**src/gbfs_pkg.sv**
```systemverilog
// Shared types and constants for the greedy best-first graph search block.
package gbfs_pkg;

    localparam int NODE_FW  = 5;
    localparam int HEUR_FW  = 16;
    localparam int CMD_W    = 2;
    localparam int IN_TDATA_W  = 32;
    localparam int OUT_TDATA_W = 8;

    localparam logic [CMD_W-1:0] CMD_CLEAR  = 2'd0;
    localparam logic [CMD_W-1:0] CMD_SETH   = 2'd1;
    localparam logic [CMD_W-1:0] CMD_EDGE   = 2'd2;
    localparam logic [CMD_W-1:0] CMD_SEARCH = 2'd3;

    typedef enum logic [3:0] {
        S_IDLE,
        S_EDGE_RD,
        S_SCAN,
        S_PICK,
        S_ADJ_RD,
        S_EXPAND,
        S_BT_WR,
        S_BT_RD,
        S_EM_RD,
        S_EM_LD,
        S_EM_OUT,
        S_FAIL
    } t_state;

endpackage

```
**src/gbfs_ram.sv**
```systemverilog
// Simple dual-port RAM with one write port and one registered read port.
module gbfs_ram #(
    parameter int DEPTH = 32,
    parameter int WIDTH = 32
) (
    input  logic                     i_clk,
    input  logic                     i_we,
    input  logic [$clog2(DEPTH)-1:0] i_waddr,
    input  logic [WIDTH-1:0]         i_wdata,
    input  logic [$clog2(DEPTH)-1:0] i_raddr,
    output logic [WIDTH-1:0]         o_rdata
);

    logic [WIDTH-1:0] r_mem [DEPTH];
    logic [WIDTH-1:0] r_rdata;

    always_ff @(posedge i_clk) begin
        if (i_we) begin
            r_mem[i_waddr] <= i_wdata;
        end
        r_rdata <= r_mem[i_raddr];
    end

    assign o_rdata = r_rdata;

endmodule

```
**src/gbfs_minu.sv**
```systemverilog
// Running minimum unit over (heuristic, node index) candidates, one per cycle.
module gbfs_minu #(
    parameter int HW = 16,
    parameter int NW = 5
) (
    input  logic          i_clk,
    input  logic          i_rst_n,
    input  logic          i_clear,
    input  logic          i_valid,
    input  logic [HW-1:0] i_heur,
    input  logic [NW-1:0] i_idx,
    output logic [NW-1:0] o_idx
);

    logic          r_have;
    logic [HW-1:0] r_best_h;
    logic [NW-1:0] r_best_idx;
    logic          take;

    // candidates arrive in rising index order, so strict less keeps the lowest index on ties
    assign take = i_valid && (!r_have || (i_heur < r_best_h));

    always_ff @(posedge i_clk) begin
        if (!i_rst_n) begin
            r_have <= 1'b0;
        end else if (i_clear) begin
            r_have <= 1'b0;
        end else if (take) begin
            r_have <= 1'b1;
        end
    end

    always_ff @(posedge i_clk) begin
        if (take && !i_clear) begin
            r_best_h   <= i_heur;
            r_best_idx <= i_idx;
        end
    end

    assign o_idx = r_best_idx;

endmodule

```
**src/greedy_best_first_graph_search.sv**
```systemverilog
// Top level: graph store, search sequencer and path output of the best-first search.
//
//  channel  dir  fields (lowest bit first)                               ends on
//  s_axis   in   tuser: command; tdata: first_node, second_node, heur    tvalid & tready
//  m_axis   out  tdata: path_node; tuser: found; tlast: last             tvalid & tready
//
//  Clear and set-heuristic finish in the idle state; add-edge writes in S_EDGE_RD.
//  Per expanded node a search makes one pass of the shared min unit over the
//  heuristic RAM, then one parent RAM write slot per node. Backtrack steps through
//  S_BT_WR and S_BT_RD per path node, output through S_EM_RD to S_EM_OUT plus stalls.
//  Reset is synchronous; it empties the graph at once through per-row valid bits.
//  s_axis_tready is high only while idle; results wait in an output register.
module greedy_best_first_graph_search #(
    parameter int NODE_COUNT = 32,
    parameter int HEUR_BITS  = 16
) (
    input  logic                               i_clk,
    input  logic                               i_rst_n,
    input  logic                               s_axis_tvalid,
    output logic                               s_axis_tready,
    input  logic [gbfs_pkg::IN_TDATA_W-1:0]    s_axis_tdata,  // first_node, second_node, heur
    input  logic [gbfs_pkg::CMD_W-1:0]         s_axis_tuser,  // command
    output logic                               m_axis_tvalid,
    input  logic                               m_axis_tready,
    output logic [gbfs_pkg::OUT_TDATA_W-1:0]   m_axis_tdata,  // path_node
    output logic                               m_axis_tuser,  // found
    output logic                               m_axis_tlast
);
    import gbfs_pkg::*;

    localparam int NW = $clog2(NODE_COUNT);
    localparam int CW = $clog2(NODE_COUNT + 1);

    t_state r_state, n_state;

    logic [CW-1:0]         r_cnt, n_cnt;
    logic [CW-1:0]         r_len, n_len;
    logic [CW-1:0]         r_k, n_k;
    logic [NODE_COUNT-1:0] r_open, n_open;
    logic [NODE_COUNT-1:0] r_closed, n_closed;
    logic [NODE_COUNT-1:0] r_new, n_new;
    logic [NW-1:0]         r_u, n_u;
    logic [NW-1:0]         r_x, n_x;
    logic [NW-1:0]         r_start, n_start;
    logic [NW-1:0]         r_goal, n_goal;
    logic [NW-1:0]         r_ea, n_ea;
    logic [NW-1:0]         r_eb, n_eb;
    logic [NODE_COUNT-1:0] r_adj_vld, n_adj_vld;
    logic [NODE_COUNT-1:0] r_heur_vld, n_heur_vld;
    logic                  r_adj_rv, r_heur_rv;
    logic                  r_cmp_go, n_cmp_go;
    logic [NW-1:0]         r_cmp_idx;
    logic                  r_out_valid, n_out_valid;
    logic [NODE_FW-1:0]    r_out_node, n_out_node;
    logic                  r_out_found, n_out_found;
    logic                  r_out_last, n_out_last;

    logic [NODE_FW-1:0] in_a, in_b;
    logic [HEUR_FW-1:0] in_h;
    logic               in_xfer;
    logic               a_ok, b_ok;

    logic                  adj_we, heur_we, par_we, path_we;
    logic [NW-1:0]         adj_waddr, adj_raddr, heur_waddr, heur_raddr;
    logic [NW-1:0]         par_waddr, path_raddr;
    logic [NODE_COUNT-1:0] adj_wdata, adj_rdata, adj_row;
    logic [HEUR_BITS-1:0]  heur_wdata, heur_rdata, heur_val;
    logic [NW-1:0]         par_rdata, path_rdata;
    logic [CW-1:0]         path_ridx;
    logic                  min_clear;
    logic [NW-1:0]         min_idx;
    logic                  scan_live;

    assign in_a    = s_axis_tdata[NODE_FW-1:0];
    assign in_b    = s_axis_tdata[2*NODE_FW-1:NODE_FW];
    assign in_h    = s_axis_tdata[2*NODE_FW+HEUR_FW-1:2*NODE_FW];
    assign in_xfer = s_axis_tvalid && s_axis_tready;
    assign a_ok    = 32'(in_a) < NODE_COUNT;
    assign b_ok    = 32'(in_b) < NODE_COUNT;

    assign s_axis_tready = (r_state == S_IDLE);
    assign m_axis_tvalid = r_out_valid;
    assign m_axis_tdata  = OUT_TDATA_W'(r_out_node);
    assign m_axis_tuser  = r_out_found;
    assign m_axis_tlast  = r_out_last;

    assign adj_row   = r_adj_rv ? adj_rdata : '0;
    assign heur_val  = r_heur_rv ? heur_rdata : '0;
    assign scan_live = (r_cnt < CW'(NODE_COUNT));
    assign path_ridx = r_len - CW'(1) - r_k;

    assign adj_raddr  = (r_state == S_PICK) ? min_idx : NW'(in_a);
    assign heur_raddr = scan_live ? r_cnt[NW-1:0] : '0;
    assign path_raddr = path_ridx[NW-1:0];

    gbfs_ram #(.DEPTH(NODE_COUNT), .WIDTH(NODE_COUNT)) u_adj (
        .i_clk   (i_clk),
        .i_we    (adj_we),
        .i_waddr (adj_waddr),
        .i_wdata (adj_wdata),
        .i_raddr (adj_raddr),
        .o_rdata (adj_rdata)
    );

    gbfs_ram #(.DEPTH(NODE_COUNT), .WIDTH(HEUR_BITS)) u_heur (
        .i_clk   (i_clk),
        .i_we    (heur_we),
        .i_waddr (heur_waddr),
        .i_wdata (heur_wdata),
        .i_raddr (heur_raddr),
        .o_rdata (heur_rdata)
    );

    gbfs_ram #(.DEPTH(NODE_COUNT), .WIDTH(NW)) u_par (
        .i_clk   (i_clk),
        .i_we    (par_we),
        .i_waddr (par_waddr),
        .i_wdata (r_u),
        .i_raddr (r_x),
        .o_rdata (par_rdata)
    );

    gbfs_ram #(.DEPTH(NODE_COUNT), .WIDTH(NW)) u_path (
        .i_clk   (i_clk),
        .i_we    (path_we),
        .i_waddr (r_len[NW-1:0]),
        .i_wdata (r_x),
        .i_raddr (path_raddr),
        .o_rdata (path_rdata)
    );

    gbfs_minu #(.HW(HEUR_BITS), .NW(NW)) u_minu (
        .i_clk   (i_clk),
        .i_rst_n (i_rst_n),
        .i_clear (min_clear),
        .i_valid (r_cmp_go && r_open[r_cmp_idx]),
        .i_heur  (heur_val),
        .i_idx   (r_cmp_idx),
        .o_idx   (min_idx)
    );

    always_comb begin
        n_state = r_state;
        case (r_state)
            S_IDLE: begin
                if (in_xfer) begin
                    case (s_axis_tuser)
                        CMD_EDGE:   n_state = (a_ok && b_ok) ? S_EDGE_RD : S_IDLE;
                        CMD_SEARCH: n_state = (a_ok && b_ok) ? S_SCAN : S_FAIL;
                        default:    n_state = S_IDLE;
                    endcase
                end
            end
            S_EDGE_RD: n_state = S_IDLE;
            S_SCAN:    n_state = scan_live ? S_SCAN : S_PICK;
            S_PICK:    n_state = (min_idx == r_goal) ? S_BT_WR : S_ADJ_RD;
            S_ADJ_RD:  n_state = S_EXPAND;
            S_EXPAND: begin
                if (r_cnt == CW'(NODE_COUNT - 1)) begin
                    n_state = (r_open == '0) ? S_FAIL : S_SCAN;
                end
            end
            S_BT_WR: begin
                if (r_x == r_start || (r_len + CW'(1)) == CW'(NODE_COUNT)) begin
                    n_state = S_EM_RD;
                end else begin
                    n_state = S_BT_RD;
                end
            end
            S_BT_RD:  n_state = S_BT_WR;
            S_EM_RD:  n_state = S_EM_LD;
            S_EM_LD:  n_state = S_EM_OUT;
            S_EM_OUT: begin
                if (m_axis_tready) begin
                    n_state = r_out_last ? S_IDLE : S_EM_RD;
                end
            end
            S_FAIL:   n_state = m_axis_tready ? S_IDLE : S_FAIL;
            default:  n_state = S_IDLE;
        endcase
    end

    always_comb begin
        n_cnt       = r_cnt;
        n_len       = r_len;
        n_k         = r_k;
        n_open      = r_open;
        n_closed    = r_closed;
        n_new       = r_new;
        n_u         = r_u;
        n_x         = r_x;
        n_start     = r_start;
        n_goal      = r_goal;
        n_ea        = r_ea;
        n_eb        = r_eb;
        n_adj_vld   = r_adj_vld;
        n_heur_vld  = r_heur_vld;
        n_cmp_go    = (r_state == S_SCAN) && scan_live;
        n_out_valid = r_out_valid;
        n_out_node  = r_out_node;
        n_out_found = r_out_found;
        n_out_last  = r_out_last;
        adj_we      = 1'b0;
        adj_waddr   = r_ea;
        adj_wdata   = adj_row | (NODE_COUNT'(1) << r_eb);
        heur_we     = 1'b0;
        heur_waddr  = NW'(in_a);
        heur_wdata  = HEUR_BITS'(in_h);
        par_we      = 1'b0;
        par_waddr   = r_cnt[NW-1:0];
        path_we     = 1'b0;
        min_clear   = 1'b0;
        case (r_state)
            S_IDLE: begin
                if (in_xfer) begin
                    case (s_axis_tuser)
                        CMD_CLEAR: begin
                            n_adj_vld  = '0;
                            n_heur_vld = '0;
                        end
                        CMD_SETH: begin
                            if (a_ok) begin
                                heur_we = 1'b1;
                                n_heur_vld[NW'(in_a)] = 1'b1;
                            end
                        end
                        CMD_EDGE: begin
                            n_ea = NW'(in_a);
                            n_eb = NW'(in_b);
                        end
                        default: begin
                            if (a_ok && b_ok) begin
                                n_start   = NW'(in_a);
                                n_goal    = NW'(in_b);
                                n_open    = NODE_COUNT'(1) << NW'(in_a);
                                n_closed  = '0;
                                n_cnt     = '0;
                                min_clear = 1'b1;
                            end else begin
                                n_out_valid = 1'b1;
                                n_out_node  = '0;
                                n_out_found = 1'b0;
                                n_out_last  = 1'b1;
                            end
                        end
                    endcase
                end
            end
            S_EDGE_RD: begin
                adj_we = 1'b1;
                n_adj_vld[r_ea] = 1'b1;
            end
            S_SCAN: begin
                if (scan_live) begin
                    n_cnt = r_cnt + CW'(1);
                end
            end
            S_PICK: begin
                n_u    = min_idx;
                n_x    = min_idx;
                n_len  = '0;
                n_open = r_open & ~(NODE_COUNT'(1) << min_idx);
                if (min_idx != r_goal) begin
                    n_closed = r_closed | (NODE_COUNT'(1) << min_idx);
                end
            end
            S_ADJ_RD: begin
                n_new  = adj_row & ~r_closed & ~r_open;
                n_open = r_open | (adj_row & ~r_closed & ~r_open);
                n_cnt  = '0;
            end
            S_EXPAND: begin
                par_we = r_new[r_cnt[NW-1:0]];
                if (r_cnt == CW'(NODE_COUNT - 1)) begin
                    n_cnt     = '0;
                    min_clear = 1'b1;
                    if (r_open == '0) begin
                        n_out_valid = 1'b1;
                        n_out_node  = '0;
                        n_out_found = 1'b0;
                        n_out_last  = 1'b1;
                    end
                end else begin
                    n_cnt = r_cnt + CW'(1);
                end
            end
            S_BT_WR: begin
                path_we = 1'b1;
                n_len   = r_len + CW'(1);
                n_k     = '0;
            end
            S_BT_RD: begin
                n_x = par_rdata;
            end
            S_EM_LD: begin
                n_out_valid = 1'b1;
                n_out_node  = NODE_FW'(path_rdata);
                n_out_found = 1'b1;
                n_out_last  = (r_k + CW'(1)) == r_len;
            end
            S_EM_OUT: begin
                if (m_axis_tready) begin
                    n_out_valid = 1'b0;
                    n_k         = r_k + CW'(1);
                end
            end
            S_FAIL: begin
                if (m_axis_tready) begin
                    n_out_valid = 1'b0;
                end
            end
            default: begin
                n_out_valid = 1'b0;
            end
        endcase
    end

    always_ff @(posedge i_clk) begin
        if (!i_rst_n) begin
            r_state     <= S_IDLE;
            r_adj_vld   <= '0;
            r_heur_vld  <= '0;
            r_cmp_go    <= 1'b0;
            r_out_valid <= 1'b0;
        end else begin
            r_state     <= n_state;
            r_adj_vld   <= n_adj_vld;
            r_heur_vld  <= n_heur_vld;
            r_cmp_go    <= n_cmp_go;
            r_out_valid <= n_out_valid;
        end
    end

    always_ff @(posedge i_clk) begin
        r_cnt       <= n_cnt;
        r_len       <= n_len;
        r_k         <= n_k;
        r_open      <= n_open;
        r_closed    <= n_closed;
        r_new       <= n_new;
        r_u         <= n_u;
        r_x         <= n_x;
        r_start     <= n_start;
        r_goal      <= n_goal;
        r_ea        <= n_ea;
        r_eb        <= n_eb;
        r_adj_rv    <= r_adj_vld[adj_raddr];
        r_heur_rv   <= r_heur_vld[heur_raddr];
        r_cmp_idx   <= heur_raddr;
        r_out_node  <= n_out_node;
        r_out_found <= n_out_found;
        r_out_last  <= n_out_last;
    end

endmodule

```
**config.mk**
```make
export PLATFORM = sky130hd
export DESIGN_NAME = greedy_best_first_graph_search
export DESIGN_NICKNAME = d
export VERILOG_FILES = /design/src/gbfs_pkg.sv /design/src/gbfs_ram.sv /design/src/gbfs_minu.sv /design/src/greedy_best_first_graph_search.sv
export SDC_FILE = /design/constraint.sdc
export NUM_CORES = 2
export LEC_CHECK = 0
export BUFFER_PORTS_ARGS = -buffer_cell sky130_fd_sc_hd__buf_2
export CORE_MARGIN = 8
export CORE_UTILIZATION = 27
export CTS_BUF_LIST = sky130_fd_sc_hd__clkbuf_2
export DETAILED_ROUTE_END_ITERATION = 6
export GPL_TIMING_DRIVEN = 0
export PLACE_DENSITY = 0.46
export SYNTH_ARGS = -nofsm -noshare
export SYNTH_HDL_FRONTEND = slang
export SYNTH_SLANG_ARGS = --single-unit
export TNS_END_PERCENT = 10
```
**constraint.sdc**
```tcl
create_clock -name i_clk -period 5.35 [get_ports i_clk]
set_input_delay 0.2675 -clock i_clk [delete_from_list [all_inputs] [get_ports i_clk]]
set_output_delay 0.2675 -clock i_clk [all_outputs]
set_load 0.03 [all_outputs]
```
# Yosys cells after proc, flatten, opt, wreduce, memory -nomap -nowiden
# Memories as Yosys holds them, arrays and structs flattened. A register that Yosys moved wholly into a read port is not among the register bits.
# Cells that the tools add are included.
# op_classes
n_addsub	5
n_lt_le_gt_ge	10
n_eq_ne	29
shifts	3
muxes	76
bitwise_logic	14
reduce_logical	38
# ops
cell	count
two-way mux 32 bit	8
one-hot mux 32 bit (2 select lines)	3
OR 32 bit	5
bitwise AND 32 bit	3
NOT 32 bit	3
one-hot mux 32 bit (3 select lines)	1
left shift 1 x 5 -> 32 bit (first input constant)	3
one-hot mux 4 bit (11 select lines)	1
< comparator 5 x 6 -> 1 bit (second input constant)	6
logical NOT 32 bit	1
two-way mux 6 bit	5
two-way mux 1 bit	29
two-way mux 4 bit	7
one-hot mux 6 bit (2 select lines)	2
one-hot mux 6 bit (4 select lines)	1
AND reduction 3 bit	7
binary-select mux 1 bit (select 5 bit)	4
two-way mux 5 bit	4
one-hot mux 5 bit (2 select lines)	2
adder 6 x 1 -> 6 bit (second input constant)	3
== test 4 x 3 -> 1 bit (second input constant)	4
== test 4 bit (second input constant)	4
< comparator 16 bit	1
two-way mux 16 bit	1
other kinds (34)	67
# word_totals
register_bits	250
ram_bits	1856
in_bits	38
output_inout_bits	12
wordCells	205
n_memories	4
# mem_list
name	words	width	rd	rd_clocked_by_memory_dff	wr	line_no	source
u_adj.r_mem	32	32	1	1	1	gbfs_ram.sv:14	logic [WIDTH-1:0] r_mem [DEPTH];
u_heur.r_mem	32	16	1	1	1	gbfs_ram.sv:14	
u_par.r_mem	32	5	1	1	1	gbfs_ram.sv:14	
u_path.r_mem	32	5	1	1	1	gbfs_ram.sv:14	

# Depth between registers and ports, before layout
# logic_depth
ltp_word	7
ltp_mapped	11
mapped_depth_nobuf	9

# By module
# A second synthesis with hierarchy kept.
# unflattened
cells_unflattened	5180
area_unflattened_um2	86267.7
# by_module_without_submodules
module	n_inst	cells_each	area_per_inst_um2
gbfs_ram (u_adj)	1	2260	40492.6
gbfs_ram (u_heur)	1	1143	20534.7
gbfs_ram (u_par ...)	2	277	6344.8
greedy_best_first_graph_search	1	1147	11501.0
gbfs_minu	1	76	1049.8

# Least setup slack after synthesis
# Ideal clock, no wire load.
# synth_path
path_type	register -> register
from	reg r_state[3]
to	reg r_closed[0], enable pin
arrival_time_ns	3.541
slack_ns	1.343
path_stages_with_launch	7
path_buffers	4
path_cell_list	dfxtp_1 nand4bb_1 buf_4 buf_6 clkbuf_1 clkbuf_1 o21ai_0
# synth_via
elab_chain_len	4
# synth_rtl
element	line_no	source
start: declaration	greedy_best_first_graph_search.sv:34	t_state r_state, n_state;
start signal: assignment	greedy_best_first_graph_search.sv:326	r_state <= n_state;
logical NOT 4 bit	greedy_best_first_graph_search.sv:81, greedy_best_first_graph_search.sv:213	
logical AND 1 bit	greedy_best_first_graph_search.sv:77	assign in_xfer = s_axis_tvalid && s_axis_tready;
!= test 2 x 1 -> 1 bit (no line)	n/a	
AND reduction 4 bit (no line) (*)	n/a	
end signal: assignment	greedy_best_first_graph_search.sv:339	r_closed <= n_closed;
end: declaration	greedy_best_first_graph_search.sv:40	logic [NODE_COUNT-1:0] r_closed, n_closed;
# Mark *: on every way between the ends. The rest lies on a longest branch, timed or not.
# A chain may end at the register's enable or synchronous reset.

# Worst setup path after layout
# layout_path
from	in s_axis_tdata[1] in the netlist's numbering
to	mem u_heur.r_mem[19][10] in the netlist's numbering, enable pin
# layout_rtl
element	line_no	source
start: declaration	greedy_best_first_graph_search.sv:21	input logic [gbfs_pkg::IN_TDATA_W-1:0] s_axis_tdata,
end: declaration	gbfs_ram.sv:14	
# Straight into the memory's write port.

==> flow_metrics.tcl <==
set metrics [dict create \
    dp_worst_setup_slack_ns 0.504 \
    cts_hold_buf 115 \
    max_freq_mhz 208 \
    tns_ns 0 \
    cp_cell_sequence "dlygate4sd3_1 > dlygate4sd3_1 > buf_2 > dlygate4sd3_1 > buf_2 > buf_2 > buf_2 > clkbuf_1 > nand3_1 > nor2_2" \
    via_per_inst 4.86 \
    portBuffers 40 \
    swShare_pct 27.1 \
    synth_sequential_area_ratio_pct 72.9 \
    regArea_um2 63600 \
    multiInputGateArea_um2 22500 \
    cts_resized 0 \
    status "finished, violations left" \
    cts_root_buffer "clkbuf_2" \
    worst_slew_pin_slew_ns 1.53 \
    rsz0062_at_grt "no" \
    track_usage_pct 16.2 \
    cp_slowest_cell "nor2_2" \
    clk_latency_ns 2.07 \
    ios 50 \
    path_buf_inv 8 \
    ant_nets 0 \
    layout_min_cycle_time_ns 4.80 \
    crit_path_max_incr_delay_ns 1.08 \
    fin_total_pwr_mw 33.3 \
    cts_sinks 2164 \
    min_path_type "primary input to flop" \
    slew_violations 9 \
    synth_edf_count 2028 \
    peakVddDrop_uv 166 \
    gp_congestion 0.914 \
    drive_gt1_share_pct 22.0 \
    cts_buffer_depth 4 \
    postSynthCellCount 5746 \
    avgSynthCellArea_um2 15.2 \
    overflow 0 \
    seqPwrFrac_pct 56.9 \
    core_area_um2 321000 \
    grt_antenna_before_repair 11 \
    yosysUniqueCellTypes 64 \
    numCtsBuffers 580 \
    dp_hpwl_um 196000 \
    grt_pass1_vias 54900 \
    final_cell_mix "edfxtp_1 (2,028), clkbuf_2 (868), nand2_1 (765)" \
    cts_setup_buffers 0 \
    wl_per_cell_um 25.5 \
    setup_viol 0 \
    relSlewSlack_pct -2.11 \
    violations "DRC, capacitance limit, slew limit" \
    intPower_mw 24.3 \
    setup_ws_ns 0.548 \
    p_per_area_nw_per_um2 326 \
    dieArea_um2 342000 \
    critPathMostFrequentCell "buf_2" \
    ys_ff_latch 2164 \
    crit_path_start_kind "primary input" \
    synth-warning-count 0 \
    initial_utilization_pct 27.2 \
    crit_arrival_ns 6.20 \
    dieWidth_um 585 \
    power_frac_comb_pct 7.4 \
    clk_pin_slew_ns 0.10 \
    synth_area_um2 87300 \
    end_kind "flop" \
    worstPathRequired_ns 6.75 \
    first_pass_iters 7 \
    drt_iter0_markers 5495 \
    fp-row-count 208 \
    criticalPathCategory "primary input to flop" \
    htreeDepth 6 \
    cts_tree "done" \
    fin_worst_skew_ns 0.391 \
    cap_violations 1 \
    syn2layout_area_growth_pct 16.8 \
    post-route-period-util_pct 89.8 \
    crit_family "buffers and inverters" \
    leakagePower_nw 34.6 \
    timing_hold_violations_final 0 \
    n_fill_cell 32100 \
    p_sw_mw 9.01 \
    die_y_um 585 \
    post-route-drc-count 3 \
    num_vias 54900 \
    grt_pass1_wl_um 405000 \
    final_nets 6642 \
    path_max_fanout 16 \
    async_flop_share_pct 0 \
    synthFlopType "edfxtp_1" \
    layout_commonest_cell "edfxtp_1" \
    grt_max_degree 35 \
    drt_wl_total_um 288000 \
    pwr-share-clk_pct 35.7 \
]
## layer usage
metal	wire [um]	GRT usage, %	vias to the layer above
met2	134000	26.2	2238
li1	-	-	24200
met3	20900	3.29	512
met1	123000	21.7	28000
met4	10200	5.97	0
met5	0	0	-
## per-stage QoR
stage,hold WS (ns),util [%],instance area [um^2],instances
2_1_floorplan,0.366,-,87300,5748
3_3_place_gp,0.443,28.9,92900,10100
3_5_place_dp,0.452,29.7,95300,10200
4_1_cts,0.00103,31.7,102000,11300
5_1_grt,0.0826,31.7,102000,11300
6_report,0.280,31.7,102000,11300
## logic make-up (layout without fill, tap and decap cells)
kind of cell / Yosys count / in the layout / synth area share [%]
flip-flops: 2164 / 2164 / 72.9
AND/OR/NAND/NOR: 1610 / 1610 / 8.01
AO/OA/AOI/OAI: 851 / 851 / 6.30
multiplexers: 645 / 645 / 9.96
buffers and inverters: 416 / 1664 / 2.11
XOR/XNOR: 30 / 30 / 0.301
adder cells (fa/ha/maj): 29 / 29 / 0.424
other: 1 / 9 / 0.00430
## layout make-up
class / count / area share, %
plain buffers: 345 / 1.55
clock inverters: 135 / 0.919
repair buffers: 245 / 3.22
well taps: 4305 / 5.28
inverters: 71 / 0.261
multi-input cells: 3168 / 22.1
flip-flops and latches: 2164 / 62.4
clock buffers: 868 / 4.26
diodes: 6 / 0.0147
## registers in the layout, summed over array words and instances (netlist names), 6 cells and up
register	cells
u_minu.r_best_h	16
r_adj_vld	32
u_par.r_mem	160
u_heur.r_mem	512
u_adj.o_rdata	32
r_k	6
r_cnt	6
u_heur.o_rdata	16
u_adj.r_mem	1024
r_closed	32
r_heur_vld	32
r_new	32
u_path.r_mem	160
r_len	6
r_open	32
## path summary, 6_finish.rpt
path                      startpoint                             end  slack [ns]  cells past startpoint
max                  s_axis_tdata[1]  u_heur.r_mem[19][10]$_DFFE_PP_        0.55                     10
min                  s_axis_tdata[6]               r_eb[1]$_DFFE_PP_        0.28                      4
max reg2reg  r_state[2]$_SDFFE_PN0P_    u_adj.r_mem[2][22]$_DFFE_PP_        0.76                      5
min reg2reg     r_cmp_idx[0]$_DFF_P_       u_minu.o_idx[0]$_DFFE_PP_        0.46                      0
## worst reg2reg max path, stage by stage, from the launching register on
cell and delay (ns):
dfxtp_1 0.35, clkbuf_1 0.23, nor3_1 1.15, nand3b_1 0.98
nor2_4 1.06, buf_16 0.27
## Yosys cell counts, types with 14 or more instances
cell type     n  area, um^2
buf_1        34         128
o21ai_0     116         581
and2_1       33         206
buf_4        16         120
nor4_1       31         194
a311oi_1     40         350
nand3_1     179         896
o22ai_1      59         369
ha_1         28         350
nor2b_1      35         219
nand3b_1     15         113
a21oi_1     206        1030
nor2_1      411        1540
a32oi_1      66         578
a211oi_1     20         150
o21a_1       23         173
edfxtp_1   2028       60900
o31ai_1      17         128
nand2b_1     15        93.8
dfxtp_1     136        2720
buf_2       107         536
mux2i_1     448        4480
inv_1        66         248
nor3_1       53         265
and3_1       14        87.6
xor2_1       18         158
clkbuf_1    174         653
nand2_1     766        2880
a22oi_1      66         495
mux4_2      171        3850
mux2_2       20         225
a31oi_1     172        1080
o221ai_1     37         324
## power by group through the flow
stage / sequential, mW / clock, mW / combinational (mW)
floorplan: 19.3 / 0 / 1.04
global placement: 19.4 / 0 / 2.06
detailed placement: 19.3 / 0 / 2.36
CTS: 18.9 / 12.3 / 2.46
global route: 18.9 / 13.1 / 2.57
finish: 18.9 / 11.9 / 2.45
Note: power is estimated with default switching activity, not from simulation.
